===== src/sv/sph_pkg.sv =====
// Shared types, constants and rotation tables of the stream hash block.
package sph_pkg;

	localparam int unsigned BUF_WORDS   = 24;
	localparam int unsigned BUF_BYTES   = 192;
	localparam int unsigned BLOCK_WORDS = 12;
	localparam int unsigned BLOCK_BYTES = 96;

	localparam logic [63:0] CONST_RESET = 64'hdeadbeefdeadbeef;

	localparam logic [1:0] CFG_SEED_FIRST  = 2'd0;
	localparam logic [1:0] CFG_SEED_SECOND = 2'd1;
	localparam logic [1:0] CFG_CONST       = 2'd2;

	localparam logic [5:0] MIX_ROT [12] = '{6'd11, 6'd32, 6'd43, 6'd31, 6'd17, 6'd28,
		6'd39, 6'd57, 6'd55, 6'd54, 6'd22, 6'd46};
	localparam logic [5:0] ENDP_ROT [12] = '{6'd44, 6'd15, 6'd34, 6'd21, 6'd38, 6'd33,
		6'd10, 6'd13, 6'd38, 6'd53, 6'd42, 6'd54};
	localparam logic [5:0] SMIX_ROT [12] = '{6'd50, 6'd52, 6'd30, 6'd41, 6'd54, 6'd48,
		6'd38, 6'd37, 6'd62, 6'd34, 6'd5, 6'd36};
	localparam logic [5:0] SEND_ROT [11] = '{6'd15, 6'd52, 6'd26, 6'd51, 6'd28, 6'd9,
		6'd47, 6'd54, 6'd32, 6'd25, 6'd63};

	typedef enum logic [1:0] {ALU_ADD, ALU_XOR, ALU_ROL} alu_op_t;
	typedef enum logic [1:0] {B_STATE, B_DATA, B_LEN, B_CONST} bsrc_t;
	typedef enum logic [1:0] {ROT_NONE, ROT_12, ROT_4} rmode_t;

	typedef enum logic [3:0] {
		ST_IDLE, ST_APPEND, ST_LOAD, ST_MIX, ST_FIN, ST_SINIT, ST_SDEC, ST_SA,
		ST_SMIX, ST_SB, ST_STAIL, ST_SEND, ST_LADD, ST_ENDP, ST_DONE
	} state_t;

	typedef struct packed {
		logic        en;
		logic [7:0]  pos;
		logic [3:0]  take;
		logic [63:0] data;
	} buf_wr_t;

	typedef struct packed {
		alu_op_t     alu_op;
		logic [3:0]  a_pos;
		bsrc_t       b_src;
		logic [3:0]  b_pos;
		logic [3:0]  dst_pos;
		logic        wr_en;
		logic [5:0]  rot_k;
		rmode_t      rot_mode;
		logic        load_long;
		logic        load_short;
		logic [4:0]  rd_idx;
		logic [3:0]  rd_keep;
		logic        rd_top_en;
		logic [7:0]  rd_top_val;
		logic [7:0]  len;
		logic        out_load;
		logic        short_sel;
	} ctrl_t;

endpackage


===== src/sv/sph_alu.sv =====
// Shared 64-bit add / xor / rotate-left unit.
module sph_alu (
	input  sph_pkg::alu_op_t op,
	input  logic [63:0]      a,
	input  logic [63:0]      b,
	input  logic [5:0]       k,
	output logic [63:0]      y
);
	logic [127:0] wide;

	assign wide = {a, a} << k;

	always_comb begin
		unique case (op)
			sph_pkg::ALU_ADD: y = a + b;
			sph_pkg::ALU_XOR: y = a ^ b;
			sph_pkg::ALU_ROL: y = wide[127:64];
			default:          y = a;
		endcase
	end
endmodule


===== config.mk =====
export PLATFORM = sky130hd
export DESIGN_NAME = sph_alu
export DESIGN_NICKNAME = d
export VERILOG_FILES = /design/src/sv/sph_pkg.sv /design/src/sv/sph_alu.sv
export SDC_FILE = /design/constraint.sdc
export NUM_CORES = 1
export LEC_CHECK = 0
export ABC_AREA = 1
export BUFFER_PORTS_ARGS = -buffer_cell sky130_fd_sc_hd__buf_2
export CAP_MARGIN = 15
export CORE_MARGIN = 8
export CORE_UTILIZATION = 60
export DETAILED_ROUTE_END_ITERATION = 8
export PLACE_DENSITY = 0.92
export SLEW_MARGIN = 20
export SYNTH_ARGS = -nofsm -noshare
export SYNTH_HDL_FRONTEND = slang
export SYNTH_SLANG_ARGS = --single-unit

===== constraint.sdc =====
create_clock -name vclk -period 4.9
set_input_delay 0.245 -clock vclk [all_inputs]
set_output_delay 0.245 -clock vclk [all_outputs]
set_load 0.02 [all_outputs]

==> implementation parameters <==
Parameter                              Value

Status
  Run status    finished clean

GRT
  Antenna violations before repair    0
  Aggregate global routing overflow    0
  Global-route wire length before repair    93.43 mm
  Vias in the first global route    17.08k
  Overall Global Routing Usage    0.4557
  Maximum number of pins on one net before global-route repair    65

Synthesis
  Library cells used by synthesis    35
  Syn Area/Cell    4.846 um^2
  Synthesized cell area    0.01245 mm^2
  Number of warning messages in the yosys log    0
  Net Count, Synth    2,769
  Gate count of the mapped netlist    2,569
  Portion of the post-synthesis area used by sequential elements    0

Timing
  Part of the cycle the worst path needs    0.6746
  Max Freq    302.5 MHz
  Hold violation total from the final report    0
  Setup_tns    0 ps
  Unrepaired setup endpoints after global routing    false
  Number of setup violations in the final report    0
  Final min period    3306 ps
  Hold slack    944.3 ps
  Worst Max-Slew Pin Slew    1189 ps
  Slew margin rel.    0.2076
  Number of slew-limit violations in the final report    0

Worst setup path
  Worst Setup Start Kind    primary input
  CP most frequent cell    nand2_1
  Nature of the critical path endpoint    output port
  Critical path class    in -> out
  CP required    4660 ps
  Worst path cell trace    buf_2 > ha_1 > nand2_1 > nor2_1 > nand3_1 > nand3b_1 > nand2_1 > nand3_1 > nand2_1 > nand2_1 > nand2_1 > nand3_1 > nand3_2 > buf_2
  Worst path arrival time    3060 ps
  Critical path's slowest cell    nor2_1
  Maximum fanout along the worst path    6
  Worst stage delay on the critical path    470 ps

Cells and area
  Seq_cells    0
  Antenna diode count    0
  Clock buffers    0
  Final-stage net count    2,883
  Total area of multi-input combinational cells    0.01045 mm^2
  Filler cells    2,200
  Non-Filler Instances    2,951
  Area taken by flip-flops and latches    0 um^2
  Fraction of final layout cells with drive strength greater than 1    0.1499
  Area added between synthesis and finish    7.618%
  Core occupancy in the finished layout    0.6600

Clock tree
  Resize count post-CTS    0
  Postcts setup bufs    0
  Hold buffers post-CTS    0

Detailed routing
  Number of detailed-routing iterations run before antenna repair    7
  Average wire per cell in the routed design    21.03 um
  Iter 0 DRT Violations    3,158
  WL final    62.06 mm
  Vias per cell    6.412
  Routed vias    18.92k
  Residual DRC count    0
  Number of routed nets with antenna violations    0

Place
  # port buffers    200
  Detail Placement HPWL    50.35 mm
  Placed cell count    2,950
  Gp weighted congestion    1.149

Die
  Number of top-level pins    200
  Chip Width    160.0 um
  Height of the die    160.0 um
  Starting density of the core    0.6133
  Floorplan core area    0.02030 mm^2
  Placement row count    52
  Total Die Area    0.02561 mm^2

Pwr
  Switching portion of total power    0.7068
  Relative contribution of the clock network to total power    0
  Lkg Pwr    0.007814 uW
  Portion of total power attributed to sequential cells    0
  Total internal power    539.6 uW
  Combinational fraction of design power    1.000
  Pwr Density    137.4 mW/mm^2
  Net switching power of the design    1301 uW
  Maximum vdd drop    0.07847 mV

Flow run
  Max-capacitance violation count    0

Min path
  Min-Delay Path Class    in -> out
[worst paths after layout]
check,start,end,slack [ps],depth (start not counted)
min,a[56],y[56],940,4
max,a[8],y[58],1590,14
[power groups by stage]
stage | Combinational [uW] | Sequential [uW] | Clock (uW)
6_report | 1840 | 0 | 0
5_1_grt | 1960 | 0 | 0
4_1_cts | 1750 | 0 | 0
3_5_place_dp | 1740 | 0 | 0
3_3_place_gp | 1720 | 0 | 0
2_1_floorplan | 1200 | 0 | 0
[per-layer routing]
metal	wire length (um)	global-route usage
met1	20900	0.5360
met5	0	0
met4	5593	0.3237
met3	9977	0.1380
met2	25590	0.6957
[cells by family (layout without fill, tap and decap cells)]
family	after synthesis	in the layout	synth area share
XOR/XNOR	2	2	0.001407
buffers and inverters	492	604	0.1621
AO/OA/AOI/OAI	62	62	0.02864
adder cells (fa/ha/maj)	64	64	0.06493
AND/OR/NAND/NOR	1949	1949	0.7429
[synthesized netlist by cell type (all sizes together) (2+ instances only)]
master / number / area (um^2)
a21oi: 44 / 224.0
and3: 3 / 18.77
buf: 78 / 464.2
clkbuf: 26 / 97.59
ha: 63 / 788.3
inv: 388 / 1456
nand2: 907 / 3565
nand3: 834 / 4554
nand3b: 10 / 75.07
nand4: 50 / 312.8
nor2: 114 / 513.0
nor3: 10 / 60.06
nor4: 9 / 75.08
o2111ai: 2 / 17.52
o211ai: 12 / 90.09
o21ai: 2 / 10.01
o21bai: 2 / 15.01
or2: 12 / 75.07
[area by class of cell]
class | instances | area share
multi-input combinational | 2077 | 0.7803
tap | 270 | 0.02521
inverter | 388 | 0.1088
timing repair buffer | 216 | 0.08573
[cell usage in the layout, fill, tap and decap left out]
cell / count
a21oi_1: 43
a21oi_2: 1
and3_1: 3
buf_12: 2
buf_2: 199
buf_4: 15
clkinv_2: 1
fa_1: 1
ha_1: 63
inv_1: 369
inv_2: 18
nand2_1: 863
nand2_2: 34
nand2_4: 10
nand3_1: 758
nand3_2: 76
nand3b_1: 10
nand4_1: 50
nor2_1: 85
nor2_2: 22
nor2_4: 7
nor3_1: 8
nor3_2: 2
nor4_1: 6
nor4_2: 3
o2111ai_1: 2
o211ai_1: 12
o21ai_0: 2
o21bai_1: 2
or2_2: 12
xnor2_1: 1
xor2_1: 1
[metrics by stage]
step                      power, uW  cell area (um^2)  worst slack, ps
final                          1841             13400             1594
after global routing           1964             13400             1586
after CTS                      1747             13380             1922
after global placement         1720             13380             1912
after detailed placement       1741             13380             1933
after floorplan                1199             12450             2724
[worst max-delay path, delay by kind of cell]
family                   cells  cell delay (ps)
buffers and inverters        2              310
AND/OR/NAND/NOR             11             2050
adder cells (fa/ha/maj)      1              440
Note: power is estimated with default switching activity, not from simulation.
