<file path="config.mk">
export PLATFORM = sky130hd
export DESIGN_NAME = sph_seq
export DESIGN_NICKNAME = d
export VERILOG_FILES = /design/src/sv/sph_pkg.sv /design/src/sv/sph_seq.sv
export SDC_FILE = /design/constraint.sdc
export NUM_CORES = 1
export LEC_CHECK = 0
export BUFFER_PORTS_ARGS = -buffer_cell sky130_fd_sc_hd__buf_2
export CAP_MARGIN = 20
export CORE_MARGIN = 5
export CORE_UTILIZATION = 40
export CTS_CLUSTER_SIZE = 25
export DETAILED_ROUTE_END_ITERATION = 8
export GPL_TIMING_DRIVEN = 0
export RECOVER_POWER = 100
export SLEW_MARGIN = 20
export SYNTH_ARGS = -nofsm -noshare
export SYNTH_HDL_FRONTEND = slang
export SYNTH_SLANG_ARGS = --single-unit
</file>
<file path="constraint.sdc">
create_clock -name clk -period 15 [get_ports clk]
set_input_delay 2.25 -clock clk [delete_from_list [all_inputs] [get_ports clk]]
set_output_delay 2.25 -clock clk [all_outputs]
set_load 0.02 [all_outputs]
</file>
<file path="src/sv/sph_pkg.sv">
// Shared types, constants and rotation tables of the stream hash block.
package sph_pkg;

	localparam int unsigned BUF_WORDS   = 24;
	localparam int unsigned BUF_BYTES   = 192;
	localparam int unsigned BLOCK_WORDS = 12;
	localparam int unsigned BLOCK_BYTES = 96;

	localparam logic [63:0] CONST_RESET = 64'hdeadbeefdeadbeef;

	localparam logic [1:0] CFG_SEED_FIRST  = 2'd0;
	localparam logic [1:0] CFG_SEED_SECOND = 2'd1;
	localparam logic [1:0] CFG_CONST       = 2'd2;

	localparam logic [5:0] MIX_ROT [12] = '{6'd11, 6'd32, 6'd43, 6'd31, 6'd17, 6'd28,
		6'd39, 6'd57, 6'd55, 6'd54, 6'd22, 6'd46};
	localparam logic [5:0] ENDP_ROT [12] = '{6'd44, 6'd15, 6'd34, 6'd21, 6'd38, 6'd33,
		6'd10, 6'd13, 6'd38, 6'd53, 6'd42, 6'd54};
	localparam logic [5:0] SMIX_ROT [12] = '{6'd50, 6'd52, 6'd30, 6'd41, 6'd54, 6'd48,
		6'd38, 6'd37, 6'd62, 6'd34, 6'd5, 6'd36};
	localparam logic [5:0] SEND_ROT [11] = '{6'd15, 6'd52, 6'd26, 6'd51, 6'd28, 6'd9,
		6'd47, 6'd54, 6'd32, 6'd25, 6'd63};

	typedef enum logic [1:0] {ALU_ADD, ALU_XOR, ALU_ROL} alu_op_t;
	typedef enum logic [1:0] {B_STATE, B_DATA, B_LEN, B_CONST} bsrc_t;
	typedef enum logic [1:0] {ROT_NONE, ROT_12, ROT_4} rmode_t;

	typedef enum logic [3:0] {
		ST_IDLE, ST_APPEND, ST_LOAD, ST_MIX, ST_FIN, ST_SINIT, ST_SDEC, ST_SA,
		ST_SMIX, ST_SB, ST_STAIL, ST_SEND, ST_LADD, ST_ENDP, ST_DONE
	} state_t;

	typedef struct packed {
		logic        en;
		logic [7:0]  pos;
		logic [3:0]  take;
		logic [63:0] data;
	} buf_wr_t;

	typedef struct packed {
		alu_op_t     alu_op;
		logic [3:0]  a_pos;
		bsrc_t       b_src;
		logic [3:0]  b_pos;
		logic [3:0]  dst_pos;
		logic        wr_en;
		logic [5:0]  rot_k;
		rmode_t      rot_mode;
		logic        load_long;
		logic        load_short;
		logic [4:0]  rd_idx;
		logic [3:0]  rd_keep;
		logic        rd_top_en;
		logic [7:0]  rd_top_val;
		logic [7:0]  len;
		logic        out_load;
		logic        short_sel;
	} ctrl_t;

endpackage

</file>
<file path="src/sv/sph_seq.sv">
// Sequencer: input capture, byte counts and micro-op control for the shared unit.
module sph_seq (
	input  logic             clk,
	input  logic             arst_n,
	input  logic             in_valid,
	output logic             in_ready,
	input  logic [63:0]      data_word,
	input  logic [3:0]       byte_count,
	input  logic             last,
	input  logic             out_busy,
	output sph_pkg::buf_wr_t bwr,
	output sph_pkg::ctrl_t   ctl
);
	sph_pkg::state_t state_q, state_nx;

	logic [63:0] word_q;
	logic [3:0]  cnt_q;
	logic        last_q;
	logic [7:0]  buf_q;
	logic [63:0] total_q;
	logic [3:0]  step_q;
	logic [2:0]  ph_q;
	logic [1:0]  rnd_q;
	logic [1:0]  sub_q;
	logic        blk_q;
	logic        full_q;
	logic        short_q;
	logic        fin_q;
	logic        lbase_q;
	logic [4:0]  pos_q;
	logic [7:0]  rem_q;

	logic [7:0]  space;
	logic [3:0]  take;
	logic [7:0]  buf_nx;
	logic [63:0] tot_nx;
	logic        full_hit;
	logic        first_fill;
	logic [7:0]  lr;
	logic [7:0]  lo;
	logic [7:0]  rem_m8;
	logic [3:0]  cnt_in;
	logic        mix_end;
	logic        ph3_end;

	assign space      = 8'(sph_pkg::BUF_BYTES) - buf_q;
	assign take       = ({4'd0, cnt_q} < space) ? cnt_q : space[3:0];
	assign buf_nx     = buf_q + {4'd0, take};
	assign tot_nx     = total_q + {60'd0, take};
	assign full_hit   = buf_nx == 8'(sph_pkg::BUF_BYTES);
	assign first_fill = tot_nx <= 64'(sph_pkg::BUF_BYTES);
	assign lr         = lbase_q ? buf_q - 8'(sph_pkg::BLOCK_BYTES) : buf_q;
	assign lo         = {1'b0, step_q, 3'b000};
	assign rem_m8     = rem_q - 8'd8;
	assign cnt_in     = (byte_count > 4'd8) ? 4'd8 : byte_count;
	assign mix_end    = ph_q == 3'd4 && step_q == 4'd11;
	assign ph3_end    = ph_q == 3'd2;

	always_comb begin
		state_nx = state_q;
		unique case (state_q)
			sph_pkg::ST_IDLE:   if (in_valid) state_nx = sph_pkg::ST_APPEND;
			sph_pkg::ST_APPEND: begin
				if (full_hit)
					state_nx = first_fill ? sph_pkg::ST_LOAD : sph_pkg::ST_MIX;
				else
					state_nx = last_q ? sph_pkg::ST_FIN : sph_pkg::ST_IDLE;
			end
			sph_pkg::ST_LOAD:   state_nx = sph_pkg::ST_MIX;
			sph_pkg::ST_MIX: begin
				if (mix_end) begin
					if (fin_q)
						state_nx = sph_pkg::ST_LADD;
					else if (blk_q)
						state_nx = sph_pkg::ST_APPEND;
				end
			end
			sph_pkg::ST_FIN: begin
				if (total_q < 64'(sph_pkg::BUF_BYTES))
					state_nx = sph_pkg::ST_SINIT;
				else if (buf_q >= 8'(sph_pkg::BLOCK_BYTES))
					state_nx = sph_pkg::ST_MIX;
				else
					state_nx = sph_pkg::ST_LADD;
			end
			sph_pkg::ST_SINIT:  state_nx = sph_pkg::ST_SDEC;
			sph_pkg::ST_SDEC:   state_nx = (rem_q >= 8'd16) ? sph_pkg::ST_SA : sph_pkg::ST_STAIL;
			sph_pkg::ST_SA:     if (sub_q == 2'd1) state_nx = sph_pkg::ST_SMIX;
			sph_pkg::ST_SMIX: begin
				if (ph3_end && step_q == 4'd11)
					state_nx = full_q ? sph_pkg::ST_SB : sph_pkg::ST_SDEC;
			end
			sph_pkg::ST_SB:     if (sub_q == 2'd1) state_nx = sph_pkg::ST_SDEC;
			sph_pkg::ST_STAIL:  if (sub_q == 2'd2) state_nx = sph_pkg::ST_SEND;
			sph_pkg::ST_SEND:   if (ph3_end && step_q == 4'd10) state_nx = sph_pkg::ST_DONE;
			sph_pkg::ST_LADD:   if (step_q == 4'd11) state_nx = sph_pkg::ST_ENDP;
			sph_pkg::ST_ENDP: begin
				if (ph3_end && step_q == 4'd11 && rnd_q == 2'd2)
					state_nx = sph_pkg::ST_DONE;
			end
			sph_pkg::ST_DONE:   if (!out_busy) state_nx = sph_pkg::ST_IDLE;
			default:            state_nx = sph_pkg::ST_IDLE;
		endcase
	end

	always_ff @(posedge clk or negedge arst_n) begin
		if (!arst_n) begin
			state_q <= sph_pkg::ST_IDLE;
			cnt_q   <= '0;
			last_q  <= 1'b0;
			buf_q   <= '0;
			total_q <= '0;
			step_q  <= '0;
			ph_q    <= '0;
			rnd_q   <= '0;
			sub_q   <= '0;
			blk_q   <= 1'b0;
			full_q  <= 1'b0;
			short_q <= 1'b0;
			fin_q   <= 1'b0;
			lbase_q <= 1'b0;
			pos_q   <= '0;
			rem_q   <= '0;
		end else begin
			state_q <= state_nx;
			case (state_q)
				sph_pkg::ST_IDLE: begin
					if (in_valid) begin
						cnt_q  <= cnt_in;
						last_q <= last;
					end
				end
				sph_pkg::ST_APPEND: begin
					buf_q   <= full_hit ? 8'd0 : buf_nx;
					total_q <= tot_nx;
					cnt_q   <= cnt_q - take;
					step_q  <= '0;
					ph_q    <= '0;
					blk_q   <= 1'b0;
				end
				sph_pkg::ST_MIX: begin
					if (ph_q == 3'd4) begin
						ph_q <= '0;
						if (step_q == 4'd11) begin
							step_q <= '0;
							blk_q  <= ~blk_q;
						end else begin
							step_q <= step_q + 4'd1;
						end
					end else begin
						ph_q <= ph_q + 3'd1;
					end
				end
				sph_pkg::ST_FIN: begin
					short_q <= total_q < 64'(sph_pkg::BUF_BYTES);
					rem_q   <= total_q[7:0];
					pos_q   <= '0;
					step_q  <= '0;
					ph_q    <= '0;
					blk_q   <= 1'b0;
					if (total_q >= 64'(sph_pkg::BUF_BYTES)
						&& buf_q >= 8'(sph_pkg::BLOCK_BYTES)) begin
						fin_q   <= 1'b1;
						lbase_q <= 1'b1;
					end else begin
						lbase_q <= 1'b0;
					end
				end
				sph_pkg::ST_SDEC: begin
					full_q <= rem_q >= 8'd32;
					sub_q  <= '0;
				end
				sph_pkg::ST_SA, sph_pkg::ST_SB: begin
					if (sub_q == 2'd1) begin
						sub_q  <= '0;
						step_q <= '0;
						ph_q   <= '0;
						if (state_q == sph_pkg::ST_SB) begin
							pos_q <= pos_q + 5'd4;
							rem_q <= rem_q - 8'd32;
						end
					end else begin
						sub_q <= sub_q + 2'd1;
					end
				end
				sph_pkg::ST_SMIX, sph_pkg::ST_SEND: begin
					if (ph3_end) begin
						ph_q   <= '0;
						step_q <= (step_q == 4'd11) ? 4'd0 : step_q + 4'd1;
						// half group consumed 16 bytes
						if (state_q == sph_pkg::ST_SMIX && step_q == 4'd11 && !full_q) begin
							pos_q <= pos_q + 5'd2;
							rem_q <= rem_q - 8'd16;
						end
					end else begin
						ph_q <= ph_q + 3'd1;
					end
				end
				sph_pkg::ST_STAIL: begin
					if (sub_q == 2'd2) begin
						sub_q  <= '0;
						step_q <= '0;
						ph_q   <= '0;
					end else begin
						sub_q <= sub_q + 2'd1;
					end
				end
				sph_pkg::ST_LADD: begin
					step_q <= (step_q == 4'd11) ? 4'd0 : step_q + 4'd1;
					ph_q   <= '0;
					rnd_q  <= '0;
				end
				sph_pkg::ST_ENDP: begin
					if (ph3_end) begin
						ph_q <= '0;
						if (step_q == 4'd11) begin
							step_q <= '0;
							rnd_q  <= rnd_q + 2'd1;
						end else begin
							step_q <= step_q + 4'd1;
						end
					end else begin
						ph_q <= ph_q + 3'd1;
					end
				end
				sph_pkg::ST_DONE: begin
					if (!out_busy) begin
						total_q <= '0;
						buf_q   <= '0;
						fin_q   <= 1'b0;
					end
				end
				default: ;
			endcase
		end
	end

	// consumed bytes shift out of the low end
	always_ff @(posedge clk) begin
		if (state_q == sph_pkg::ST_IDLE && in_valid)
			word_q <= data_word;
		else if (state_q == sph_pkg::ST_APPEND)
			word_q <= word_q >> {take, 3'b000};
	end

	always_comb begin
		in_ready     = state_q == sph_pkg::ST_IDLE;
		bwr.en       = state_q == sph_pkg::ST_APPEND;
		bwr.pos      = buf_q;
		bwr.take     = take;
		bwr.data     = word_q;
		ctl          = '0;
		ctl.alu_op   = sph_pkg::ALU_ADD;
		ctl.b_src    = sph_pkg::B_STATE;
		ctl.rot_mode = sph_pkg::ROT_NONE;
		ctl.len      = total_q[7:0];
		ctl.short_sel = short_q;
		unique case (state_q)
			sph_pkg::ST_LOAD:  ctl.load_long = 1'b1;
			sph_pkg::ST_SINIT: ctl.load_short = 1'b1;
			sph_pkg::ST_MIX: begin
				ctl.wr_en   = 1'b1;
				ctl.rd_idx  = (blk_q ? 5'd12 : 5'd0) + {1'b0, step_q};
				ctl.rd_keep = 4'd8;
				unique case (ph_q)
					3'd0: begin
						ctl.b_src = sph_pkg::B_DATA;
					end
					3'd1: begin
						ctl.alu_op = sph_pkg::ALU_XOR;
						ctl.a_pos = 4'd2; ctl.b_pos = 4'd10; ctl.dst_pos = 4'd2;
					end
					3'd2: begin
						ctl.alu_op = sph_pkg::ALU_XOR;
						ctl.a_pos = 4'd11; ctl.b_pos = 4'd0; ctl.dst_pos = 4'd11;
					end
					3'd3: begin
						ctl.alu_op = sph_pkg::ALU_ROL;
						ctl.rot_k  = sph_pkg::MIX_ROT[step_q];
					end
					default: begin
						ctl.a_pos = 4'd11; ctl.b_pos = 4'd1; ctl.dst_pos = 4'd11;
						ctl.rot_mode = sph_pkg::ROT_12;
					end
				endcase
			end
			sph_pkg::ST_SA: begin
				ctl.wr_en   = 1'b1;
				ctl.b_src   = sph_pkg::B_DATA;
				ctl.rd_idx  = pos_q + {4'd0, sub_q[0]};
				ctl.rd_keep = 4'd8;
				ctl.a_pos   = 4'd2 + {3'd0, sub_q[0]};
				ctl.dst_pos = 4'd2 + {3'd0, sub_q[0]};
			end
			sph_pkg::ST_SB: begin
				ctl.wr_en   = 1'b1;
				ctl.b_src   = sph_pkg::B_DATA;
				ctl.rd_idx  = pos_q + 5'd2 + {4'd0, sub_q[0]};
				ctl.rd_keep = 4'd8;
				ctl.a_pos   = {3'd0, sub_q[0]};
				ctl.dst_pos = {3'd0, sub_q[0]};
			end
			sph_pkg::ST_SMIX: begin
				ctl.wr_en = 1'b1;
				unique case (ph_q)
					3'd0: begin
						ctl.alu_op = sph_pkg::ALU_ROL;
						ctl.a_pos = 4'd2; ctl.dst_pos = 4'd2;
						ctl.rot_k = sph_pkg::SMIX_ROT[step_q];
					end
					3'd1: begin
						ctl.a_pos = 4'd2; ctl.b_pos = 4'd3; ctl.dst_pos = 4'd2;
					end
					default: begin
						ctl.alu_op = sph_pkg::ALU_XOR;
						ctl.a_pos = 4'd0; ctl.b_pos = 4'd2; ctl.dst_pos = 4'd0;
						ctl.rot_mode = sph_pkg::ROT_4;
					end
				endcase
			end
			sph_pkg::ST_STAIL: begin
				ctl.wr_en = 1'b1;
				unique case (sub_q)
					2'd0: begin
						ctl.b_src = sph_pkg::B_LEN;
						ctl.a_pos = 4'd3; ctl.dst_pos = 4'd3;
					end
					2'd1: begin
						ctl.b_src   = (rem_q == 8'd0) ? sph_pkg::B_CONST : sph_pkg::B_DATA;
						ctl.rd_idx  = pos_q;
						ctl.rd_keep = (rem_q < 8'd8) ? rem_q[3:0] : 4'd8;
						ctl.a_pos = 4'd2; ctl.dst_pos = 4'd2;
					end
					default: begin
						ctl.b_src   = (rem_q == 8'd0) ? sph_pkg::B_CONST : sph_pkg::B_DATA;
						ctl.rd_idx  = pos_q + 5'd1;
						ctl.rd_keep = (rem_q > 8'd8) ? rem_m8[3:0] : 4'd0;
						ctl.a_pos = 4'd3; ctl.dst_pos = 4'd3;
					end
				endcase
			end
			sph_pkg::ST_SEND: begin
				ctl.wr_en = 1'b1;
				unique case (ph_q)
					3'd0: begin
						ctl.alu_op = sph_pkg::ALU_XOR;
						ctl.a_pos = 4'd3; ctl.b_pos = 4'd2; ctl.dst_pos = 4'd3;
					end
					3'd1: begin
						ctl.alu_op = sph_pkg::ALU_ROL;
						ctl.a_pos = 4'd2; ctl.dst_pos = 4'd2;
						ctl.rot_k = sph_pkg::SEND_ROT[step_q];
					end
					default: begin
						ctl.a_pos = 4'd3; ctl.b_pos = 4'd2; ctl.dst_pos = 4'd3;
						ctl.rot_mode = sph_pkg::ROT_4;
					end
				endcase
			end
			sph_pkg::ST_LADD: begin
				ctl.wr_en      = 1'b1;
				ctl.b_src      = sph_pkg::B_DATA;
				ctl.rot_mode   = sph_pkg::ROT_12;
				ctl.rd_idx     = (lbase_q ? 5'd12 : 5'd0) + {1'b0, step_q};
				ctl.rd_top_en  = step_q == 4'd11;
				ctl.rd_top_val = lr;
				if (lr >= lo + 8'd8)
					ctl.rd_keep = 4'd8;
				else if (lr > lo)
					ctl.rd_keep = 4'(lr - lo);
				else
					ctl.rd_keep = 4'd0;
			end
			sph_pkg::ST_ENDP: begin
				ctl.wr_en = 1'b1;
				unique case (ph_q)
					3'd0: begin
						ctl.a_pos = 4'd11; ctl.b_pos = 4'd1; ctl.dst_pos = 4'd11;
					end
					3'd1: begin
						ctl.alu_op = sph_pkg::ALU_XOR;
						ctl.a_pos = 4'd2; ctl.b_pos = 4'd11; ctl.dst_pos = 4'd2;
					end
					default: begin
						ctl.alu_op = sph_pkg::ALU_ROL;
						ctl.a_pos = 4'd1; ctl.dst_pos = 4'd1;
						ctl.rot_k = sph_pkg::ENDP_ROT[step_q];
						ctl.rot_mode = sph_pkg::ROT_12;
					end
				endcase
			end
			sph_pkg::ST_DONE: ctl.out_load = !out_busy;
			default: ;
		endcase
	end
endmodule

</file>
==> impl_metrics.json, run 1 <==
{
  "power.net_switching_uw": 226,
  "power.share.clock_pct": 47.6,
  "remaining_drc_errors": 0,
  "setup_tns_ns": 0,
  "dp.final_hpwl_um": 42300,
  "slew-limit-headroom_pct": -142,
  "number_of_global_route_vias_before_repair": 13900,
  "critPathSlowestCell": "sky130_fd_sc_hd__a21boi_0",
  "comb_power_share_pct": 2.1,
  "antenna_cell_count": 0,
  "cp.required_ns": 15.33,
  "die_area_um2": 38800,
  "share_of_synthesized_area_occupied_by_flip_flops_and_latches_pct": 33.3,
  "violations": "max-capacitance violations, max-slew violations",
  "hold_viol": 0,
  "port_buffers": 202,
  "grt_setup_unrepaired": "false",
  "core_um2": 34500,
  "design_area_um2": 15900,
  "chipHeight_um": 197,
  "largest_net_degree_at_the_start_of_global_routing": 64,
  "critical_path_peak_fanout": 13,
  "layout_worst_path_cycle_share_pct": 59.2,
  "yosys_warnings": 0,
  "cts.path.max_buffers": 2,
  "post_cts_resize_count": 0,
  "initial_antenna_violation_count": 0,
  "drv.max_cap_violation_count": 6,
  "cell_count_after_synthesis": 1697,
  "dpl-instance-area_um2": 15600,
  "synth_area_per_cell_um2": 8.23,
  "initial_utilization_pct": 40.5,
  "global_route_wire_length_before_repair_um": 84400,
  "clock-root-buffer": "sky130_fd_sc_hd__clkbuf_16",
  "setup.worst_path.start_class": "register",
  "dominant_combinational_cell_family_by_area_after_synthesis": "compound AO/OA/AOI/OAI gates",
  "worst_setup_path_end_kind": "register",
  "synthesized_area_fraction_occupied_by_ao_oa_aoi_and_oai_cells_pct": 25.5,
  "multiplexer_share_of_the_synthesized_area_pct": 5.67,
  "first_iter_violations": 1576,
  "worst_skew_pair.late_latency_ns": 0.47,
  "htree_num_levels": 4,
  "clk_pin_slew_worst_paths_ns": 0.09,
  "synth.cell_area_um2": 14000,
  "avgViaCountPerCell": 6.28,
  "routed-via-count": 15000,
  "min_period_ns": 8.88,
  "yosys_most_used_dff": "sky130_fd_sc_hd__dfrtp_1",
  "postCtsHoldBufs": 0,
  "die-width_um": 197,
  "cp_slowest_stage_delay_ns": 1.00,
  "track_usage_pct": 27.7,
  "async_reset_ff_share_pct": 63.0,
  "area_growth_syn_to_layout_pct": 13.8,
  "detail_route.wl_per_cell_um": 23.5,
  "post_synth_fa_ha_maj_area_fraction_pct": 4.94,
  "std_cell_rows": 68,
  "cp_data_arrival_time_ns": 9.21,
  "cts_sinks": 173,
  "irDropWorstVdd_mv": 0.0854,
  "seqPwrFrac_pct": 50.4,
  "skew_ns": 0.0256,
  "ioPinCount": 206,
  "worst-path-buf-inv": 6,
  "clock.fmax_mhz": 113,
  "antenna_left": 0,
  "final_nets": 2048,
  "synth_enable_flop_cells": 64,
  "overflow": 0,
  "report.final.slew_viol_count": 190,
  "tritoncts_clock_tree": "built",
  "timing.setup.critical_path_class": "reg2reg",
  "internal_power_consumption_uw": 743,
  "min_path_type": "reg2reg",
  "list_of_cells_traversed_by_the_critical_path": "inv_1, ha_1, inv_1, ha_1, a21o_1, a21o_1, a21o_1, nand2_1, a21oi_1, inv_1, clkbuf_1, clkbuf_1, ha_1, fa_1, nand3_1, a21boi_0, and4_1, clkbuf_1, nand2_1, nor3_1, xor2_1, a2111oi_0, nand4_1, o31a_1",
  "synth_xor_xnor_area_share_pct": 2.57,
  "power_leakage_nw": 6.18,
  "final-setup-viol-count": 0,
  "worstMarginPinSlew_ns": 3.63,
  "outcome": "finished with violations",
  "detail_route.first_pass.iterations": 5,
  "drive_above_1_share_pct": 10.0,
  "synth.lib_cells_used.distinct": 101,
  "cp_top_family": "compound AO/OA/AOI/OAI gates",
  "postCtsSetupRepairBufs": 0,
  "power_per_cell_area_nw_per_um2": 60.9,
  "final_common_cell": "sky130_fd_sc_hd__nand2_1",
  "most-common-layout-cells": "sky130_fd_sc_hd__nand2_1, sky130_fd_sc_hd__clkbuf_1, sky130_fd_sc_hd__o21ai_0",
  "post_synth_and_or_nand_nor_area_fraction_pct": 22.3,
  "synth.ff_latch_count": 173,
  "cts_made_buffers": 17,
  "routed_wl_um": 56100,
  "gp_congestion": 0.985,
  "power_switching_share_pct": 23.3
}
## stage by stage
| stage | hold WS, ns | power (mW) | std cells | util [%] | setup WS [ns] |
|---|---|---|---|---|---|
| 3_3_place_gp | 0.471 | 0.518 | 2356 | 45.1 | 7.77 |
| 5_1_grt | 0.512 | 0.993 | 2391 | 46.0 | 5.89 |
| 2_1_floorplan | 0.448 | 0.499 | 1699 | - | 9.36 |
| 6_report | 0.501 | 0.968 | 2391 | 46.0 | 6.12 |
| 4_1_cts | 0.498 | 0.975 | 2391 | 46.9 | 7.59 |
| 3_5_place_dp | 0.477 | 0.519 | 2359 | 45.3 | 7.65 |
## worst min-delay path, stage by stage, from the launching register on
cell and delay [ns]:
sky130_fd_sc_hd__dfrtp_1 0.36, sky130_fd_sc_hd__nand2_1 0.05, sky130_fd_sc_hd__o31ai_1 0.05
## power by group through the flow
stage               clock [mW]  combinational (mW)  sequential, mW
global placement             0              0.0203           0.497
floorplan                    0             0.00176           0.497
global route             0.484              0.0219           0.487
finish                   0.461              0.0202           0.488
detailed placement           0              0.0215           0.497
CTS                      0.466              0.0216           0.488
## synth_stat cells, drive strengths merged (29+ instances only)
cell type,instances,area (um2)
a21oi,121,613
a22o,29,263
buf,57,362
clkbuf,71,267
dfrtp,109,2730
edfxtp,64,1920
ha,48,601
inv,41,159
mux2,29,342
mux2i,45,450
nand2,232,878
nand3,60,305
nand4,33,228
nor2,128,485
nor3,34,195
o21ai,181,906
o31ai,29,218
## registers in the layout (all words and copies together), names as in the netlist, 2 cells and up
name	flops
rem_q	8
state_q	4
sub_q	2
rnd_q	2
total_q	64
cnt_q	4
word_q	64
ph_q	3
pos_q	4
step_q	4
buf_q	8
## routing by layer
layer  global-route usage [%]  up-vias  part of all wire [%]
met2                     41.9      854                    43
met1                     40.0     7283                    44
li1                         -     6770                     -
met5                        0        -                     0
met3                     5.15      113                   9.3
met4                     9.24        0                   3.1
## kinds of logic after synthesis
group,after synthesis
adders and majority gates,53
other,1
and+or+nand+nor,633
DFF,173
AOI/OAI and AO/OA,551
xor gates and xnor gates,41
buffers and inverters,171
muxes,74
## layout make-up
class / count / area (um2)
inverter: 43 / 166
timing repair buffer: 205 / 873
clock inverter: 13 / 141
multi-input combinational: 1355 / 8470
clock buffer: 19 / 433
sequential: 173 / 4650
buffer: 128 / 601
fill: 3567 / 18600
tap: 455 / 569
## path summary, 6_finish.rpt
check                                     endpoint  slack (ns)            startpoint  cells past startpoint
max in group asynchronous  total_q[51]$_DFFE_PN0P_        7.86                arst_n                      2
setup reg to reg            state_q[0]$_DFFE_PN0P_        6.12  buf_q[0]$_DFFE_PN0P_                     24
hold / removal                rnd_q[1]$_DFFE_PN0P_        0.50  rnd_q[1]$_DFFE_PN0P_                      2
hold reg to reg               rnd_q[1]$_DFFE_PN0P_        0.50  rnd_q[1]$_DFFE_PN0P_                      2
min in group asynchronous     pos_q[2]$_DFFE_PN0P_        2.64                arst_n                      1
setup / recovery            state_q[0]$_DFFE_PN0P_        6.12  buf_q[0]$_DFFE_PN0P_                     24
No activity file was read; power rests on OpenSTA's default activity.
==> run 2, diff against run 1 <==
clock period = 8.2 ns   (was 15 ns; I/O delays follow)
==> impl_metrics.json, run 2 (synthesized netlist as in run 1, its figures left out) <==
{
  "outcome": "finished with violations",
  "violations": "max-capacitance violations, max-slew violations",
  "cts.path.max_buffers": 2,
  "irDropWorstVdd_mv": 0.157,
  "antenna_left": 0,
  "cp-startpoint": "buf_q[0]$_DFFE_PN0P_",
  "setup_tns_ns": 0,
  "slew-limit-headroom_pct": -142,
  "postCtsSetupRepairBufs": 0,
  "htree_num_levels": 4,
  "dp.final_hpwl_um": 42300,
  "area_growth_syn_to_layout_pct": 13.7,
  "postCtsHoldBufs": 0,
  "first_iter_violations": 1544,
  "std_cell_rows": 68,
  "grt_setup_unrepaired": "false",
  "fillCellCount": 3576,
  "critPathSlowestCell": "sky130_fd_sc_hd__a2111oi_0",
  "crit-reg2reg-launch": "buf_q[0]$_DFFE_PN0P_",
  "overflow": 0,
  "core_um2": 34500,
  "cp_slowest_stage_delay_ns": 0.67,
  "cts_sinks": 173,
  "setup.worst_path.start_class": "register",
  "detail_route.wl_per_cell_um": 23.4,
  "hold_viol": 0,
  "routed_wl_um": 56000,
  "gp_congestion": 0.985,
  "ioPinCount": 206,
  "final_common_cell": "sky130_fd_sc_hd__nand2_1",
  "cts_made_buffers": 17,
  "initial_utilization_pct": 40.5,
  "die-width_um": 197,
  "clk_pin_slew_worst_paths_ns": 0.09,
  "power_per_cell_area_nw_per_um2": 112,
  "design_area_um2": 15900,
  "chipHeight_um": 197,
  "tritoncts_clock_tree": "built",
  "timing.setup.critical_path_class": "reg2reg",
  "track_usage_pct": 27.7,
  "worstMarginPinSlew_ns": 3.63,
  "area_of_all_sequential_standard_cells_um2": 4650,
  "worst_setup_path_end_kind": "register",
  "post_cts_resize_count": 0,
  "critical_path_peak_fanout": 12,
  "min_period_ns": 7.73,
  "drive_above_1_share_pct": 9.97,
  "cp_top_family": "compound AO/OA/AOI/OAI gates",
  "final-setup-viol-count": 0,
  "detail_route.first_pass.iterations": 6,
  "global_route_wire_length_before_repair_um": 84400,
  "layout_worst_path_cycle_share_pct": 94.2,
  "worst-path-buf-inv": 5,
  "most-common-layout-cells": "sky130_fd_sc_hd__nand2_1, sky130_fd_sc_hd__clkbuf_1, sky130_fd_sc_hd__o21ai_0",
  "number_of_global_route_vias_before_repair": 13900,
  "initial_antenna_violation_count": 0,
  "report.final.slew_viol_count": 190,
  "drv.max_cap_violation_count": 6,
  "clock.fmax_mhz": 129,
  "reg_top3": "total_q: 64 flops, word_q: 64 flops",
  "skew_ns": 0.0255,
  "remaining_drc_errors": 0,
  "routed-via-count": 14900,
  "multi_input_gate_area_um2": 8480,
  "avgViaCountPerCell": 6.22,
  "largest_net_degree_at_the_start_of_global_routing": 64,
  "power_leakage_nw": 6.14,
  "final_nets": 2048,
  "die_area_um2": 38800,
  "port_buffers": 202,
  "antenna_cell_count": 0,
  "cp_data_arrival_time_ns": 8.06,
  "clock-root-buffer": "sky130_fd_sc_hd__clkbuf_16",
  "hold_path_startpoint": "rnd_q[1]$_DFFE_PN0P_",
  "dpl-instance-area_um2": 15600,
  "cp.required_ns": 8.53,
  "min_path_type": "reg2reg",
  "worst_skew_pair.late_latency_ns": 0.47,
  "list_of_cells_traversed_by_the_critical_path": "inv_1, ha_1, inv_1, ha_1, a21o_1, a21o_1, a21oi_1, nor3_1, a21o_1, clkbuf_1, clkbuf_1, ha_1, nand3_1, a21boi_2, and4_1, buf_2, nand2_1, nor3_1, xor2_1, a2111oi_0, nand4_1, o31a_1"
}
## run 2: metrics by stage
| stage | total power [mW] | std cells | util [%] | hold WS, ns | setup WS [ns] |
|---|---|---|---|---|---|
| after detailed placement | 0.949 | 2359 | 45.3 | 0.477 | 0.848 |
| final | 1.77 | 2391 | 46.0 | 0.501 | 0.472 |
| after CTS | 1.78 | 2391 | 46.9 | 0.498 | 0.793 |
| after global placement | 0.947 | 2356 | 45.1 | 0.471 | 0.966 |
| after floorplan | 0.913 | 1699 | - | 0.448 | 2.56 |
| after global routing | 1.82 | 2391 | 46.0 | 0.512 | 0.233 |
## run 2: per-layer routing
metal  track usage, %  share of wire [%]  up-vias
met5                0                  0        -
met4             9.24                3.1        0
met3             5.15                9.2      113
met2             41.9                 43      792
met1             40.0                 44     7178
li1                 -                  -     6781
## run 2: worst min-delay path: stages (launching register included)
cell,delay (ns)
sky130_fd_sc_hd__dfrtp_1,0.36
sky130_fd_sc_hd__nand2_1,0.05
sky130_fd_sc_hd__o31ai_1,0.05
## run 2: final timing paths
check / to / slack [ns] / depth (start not counted)
setup / recovery: state_q[0]$_DFFE_PN0P_ / 0.47 / 22
hold / removal: rnd_q[1]$_DFFE_PN0P_ / 0.50 / 2
setup reg to reg: state_q[0]$_DFFE_PN0P_ / 0.47 / 22
hold reg to reg: rnd_q[1]$_DFFE_PN0P_ / 0.50 / 2
max in group asynchronous: total_q[47]$_DFFE_PN0P_ / 2.09 / 2
min in group asynchronous: buf_q[0]$_DFFE_PN0P_ / 1.63 / 1
## run 2: layout make-up
class	instances	share of cell area, %
buffer	128	3.62
clock buffer	19	2.72
multi-input combinational	1355	53.4
clock inverter	13	0.890
timing repair buffer	205	5.51
tap	455	3.58
inverter	43	1.02
sequential	173	29.3
## run 2: power breakdown
group	total, mW	leakage, nW	internal (mW)	switching, mW
Combinational	0.0369	4.18	0.0138	0.0231
Clock	0.844	0.288	0.453	0.391
Sequential	0.892	1.67	0.891	0.000558
==> run 3, diff against run 2 <==
CAP_MARGIN = 10   (was 20)
MAX_ROUTING_LAYER = met4   (was default)
==> impl_metrics.json, run 3 (synthesized netlist as in run 1, its figures left out) <==
{
  "final-setup-viol-count": 0,
  "number_of_global_route_vias_before_repair": 14000,
  "detail_route.wl_per_cell_um": 23.9,
  "cp_data_arrival_time_ns": 8.04,
  "setup_tns_ns": 0,
  "worst-r2r-setup-slack_ns": 0.51,
  "placed_cells_incl_taps": 2359,
  "remaining_drc_errors": 0,
  "setup.worst_path.start_class": "register",
  "postCtsSetupRepairBufs": 0,
  "dpl-instance-area_um2": 15600,
  "min_delay_path_depth": 1,
  "postCtsHoldBufs": 0,
  "min_path_type": "reg2reg",
  "initial_utilization_pct": 40.5,
  "area_growth_syn_to_layout_pct": 13.6,
  "irDropWorstVdd_mv": 0.163,
  "routed-via-count": 15100,
  "slew-limit-headroom_pct": -160,
  "tritoncts_clock_tree": "built",
  "routed_wl_um": 57200,
  "gp_congestion": 0.935,
  "overflow": 0,
  "worst_r2r_path_depth": 22,
  "dp.final_hpwl_um": 42900,
  "port_buffers": 202,
  "initial_antenna_violation_count": 0,
  "power_per_cell_area_nw_per_um2": 110,
  "grt_setup_unrepaired": "false",
  "r2r_path_end": "state_q[0]$_DFFE_PN0P_",
  "fillCellCount": 3619,
  "largest_net_degree_at_the_start_of_global_routing": 70,
  "cts_made_buffers": 17,
  "worst_setup_path_end_kind": "register",
  "post_cts_resize_count": 0,
  "violations": "max-capacitance violations, max-slew violations",
  "cp-startpoint": "buf_q[0]$_DFFE_PN0P_",
  "count_of_placed_standard_cells_in_the_final_layout_fillers_left_out": 2392,
  "first_iter_violations": 1681,
  "final_common_cell": "sky130_fd_sc_hd__nand2_1",
  "outcome": "finished with violations",
  "antenna_left": 0,
  "detail_route.first_pass.iterations": 6,
  "cp.required_ns": 8.55,
  "cts_sinks": 173,
  "cts.path.max_buffers": 2,
  "clock-root-buffer": "sky130_fd_sc_hd__clkbuf_16",
  "finalHoldWorstSlack_ns": 0.498,
  "hold_viol": 0,
  "clk_pin_slew_worst_paths_ns": 0.08,
  "critical_path_peak_fanout": 12,
  "post-route-util_pct": 46.0,
  "power_leakage_nw": 6.13,
  "area_of_all_sequential_standard_cells_um2": 4650,
  "timing.hold.worst_endpoint": "rnd_q[0]$_DFFE_PN0P_",
  "timing.setup.critical_path_class": "reg2reg",
  "core_um2": 34500,
  "drive_above_1_share_pct": 9.97,
  "ioPinCount": 206,
  "reg_top3": "total_q: 64 flops, word_q: 64 flops",
  "track_usage_pct": 29.0,
  "hold_path_startpoint": "rnd_q[0]$_DFFE_PN0P_",
  "min_period_ns": 7.69,
  "layout_worst_path_cycle_share_pct": 93.8,
  "chipHeight_um": 197,
  "die_area_um2": 38800,
  "die-width_um": 197,
  "htree_num_levels": 4,
  "clock.fmax_mhz": 130,
  "avgViaCountPerCell": 6.29,
  "final_nets": 2048,
  "design_area_um2": 15900,
  "worstMarginPinSlew_ns": 3.91,
  "std_cell_rows": 68,
  "worst_skew_pair.late_latency_ns": 0.46,
  "skew_ns": 0.0202,
  "multi_input_gate_area_um2": 8480,
  "most-common-layout-cells": "sky130_fd_sc_hd__nand2_1, sky130_fd_sc_hd__clkbuf_1, sky130_fd_sc_hd__o21ai_0",
  "drv.max_cap_violation_count": 6,
  "report.final.slew_viol_count": 180,
  "crit-reg2reg-launch": "buf_q[0]$_DFFE_PN0P_",
  "global_route_wire_length_before_repair_um": 85800
}
run 3: area by class of cell:
cell class              count  share of cell area [%]
repair buffers            205                    5.52
multi-input cells        1355                    53.4
clock buffers              18                    2.77
clock inverters            14                   0.804
plain buffers             128                    3.61
well taps                 455                    3.59
flip-flops and latches    173                    29.3
diodes                      1                  0.0158
inverters                  43                    1.02
run 3: how the worst max path moves through the flow:
| stage | slack (ns) | cells after the start | to |
|---|---|---|---|
| global placement | 0.96 | 24 | state_q[0]$_DFFE_PN0P_ |
| finish | 0.51 | 22 | state_q[0]$_DFFE_PN0P_ |
| global route | 0.23 | 21 | state_q[0]$_DFFE_PN0P_ |
| detailed placement | 0.97 | 24 | state_q[0]$_DFFE_PN0P_ |
| floorplan | 2.56 | 24 | state_q[0]$_DFFE_PN0P_ |
| CTS | 0.89 | 24 | state_q[0]$_DFFE_PN0P_ |
run 3: per-layer routing:
metal / GRT usage [%] / share of wire (%) / vias up
met2: 42.8 / 44 / 790
met4: 9.40 / 3.0 / 0
li1: - / - / 6783
met1: 40.8 / 45 / 7362
met3: 4.72 / 8.3 / 120
met5: - / 0 / -
run 3: metrics by stage:
step	setup slack, ns	total power [mW]
after global routing	0.227	1.79
after global placement	0.962	0.947
after floorplan	2.56	0.913
after detailed placement	0.968	0.949
final	0.507	1.75
after CTS	0.887	1.76
run 3: report_power, final:
group / total (mW) / switching, mW / internal, mW
Sequential: 0.892 / 0.000618 / 0.891
Clock: 0.818 / 0.410 / 0.408
Combinational: 0.0369 / 0.0231 / 0.0138
Total: 1.75 / 0.434 / 1.31
run 3: critical path, stage by stage, from the launching register on:
cell and delay, ns:
sky130_fd_sc_hd__dfrtp_1 0.60, sky130_fd_sc_hd__inv_1 0.26, sky130_fd_sc_hd__ha_1 0.44, sky130_fd_sc_hd__inv_1 0.23
sky130_fd_sc_hd__ha_1 0.27, sky130_fd_sc_hd__a21o_1 0.16, sky130_fd_sc_hd__a21o_1 0.18, sky130_fd_sc_hd__a21oi_1 0.56
sky130_fd_sc_hd__nor3_1 0.12, sky130_fd_sc_hd__a21o_1 0.24, sky130_fd_sc_hd__buf_2 0.21, sky130_fd_sc_hd__clkbuf_1 0.46
sky130_fd_sc_hd__ha_1 0.53, sky130_fd_sc_hd__nand3_1 0.11, sky130_fd_sc_hd__o2bb2ai_1 0.73, sky130_fd_sc_hd__and4_1 0.32
sky130_fd_sc_hd__clkbuf_1 0.33, sky130_fd_sc_hd__nand4_4 0.23, sky130_fd_sc_hd__nor2_1 0.45, sky130_fd_sc_hd__mux2_2 0.39
sky130_fd_sc_hd__o2bb2ai_1 0.23, sky130_fd_sc_hd__nand4_1 0.19, sky130_fd_sc_hd__o31a_1 0.33
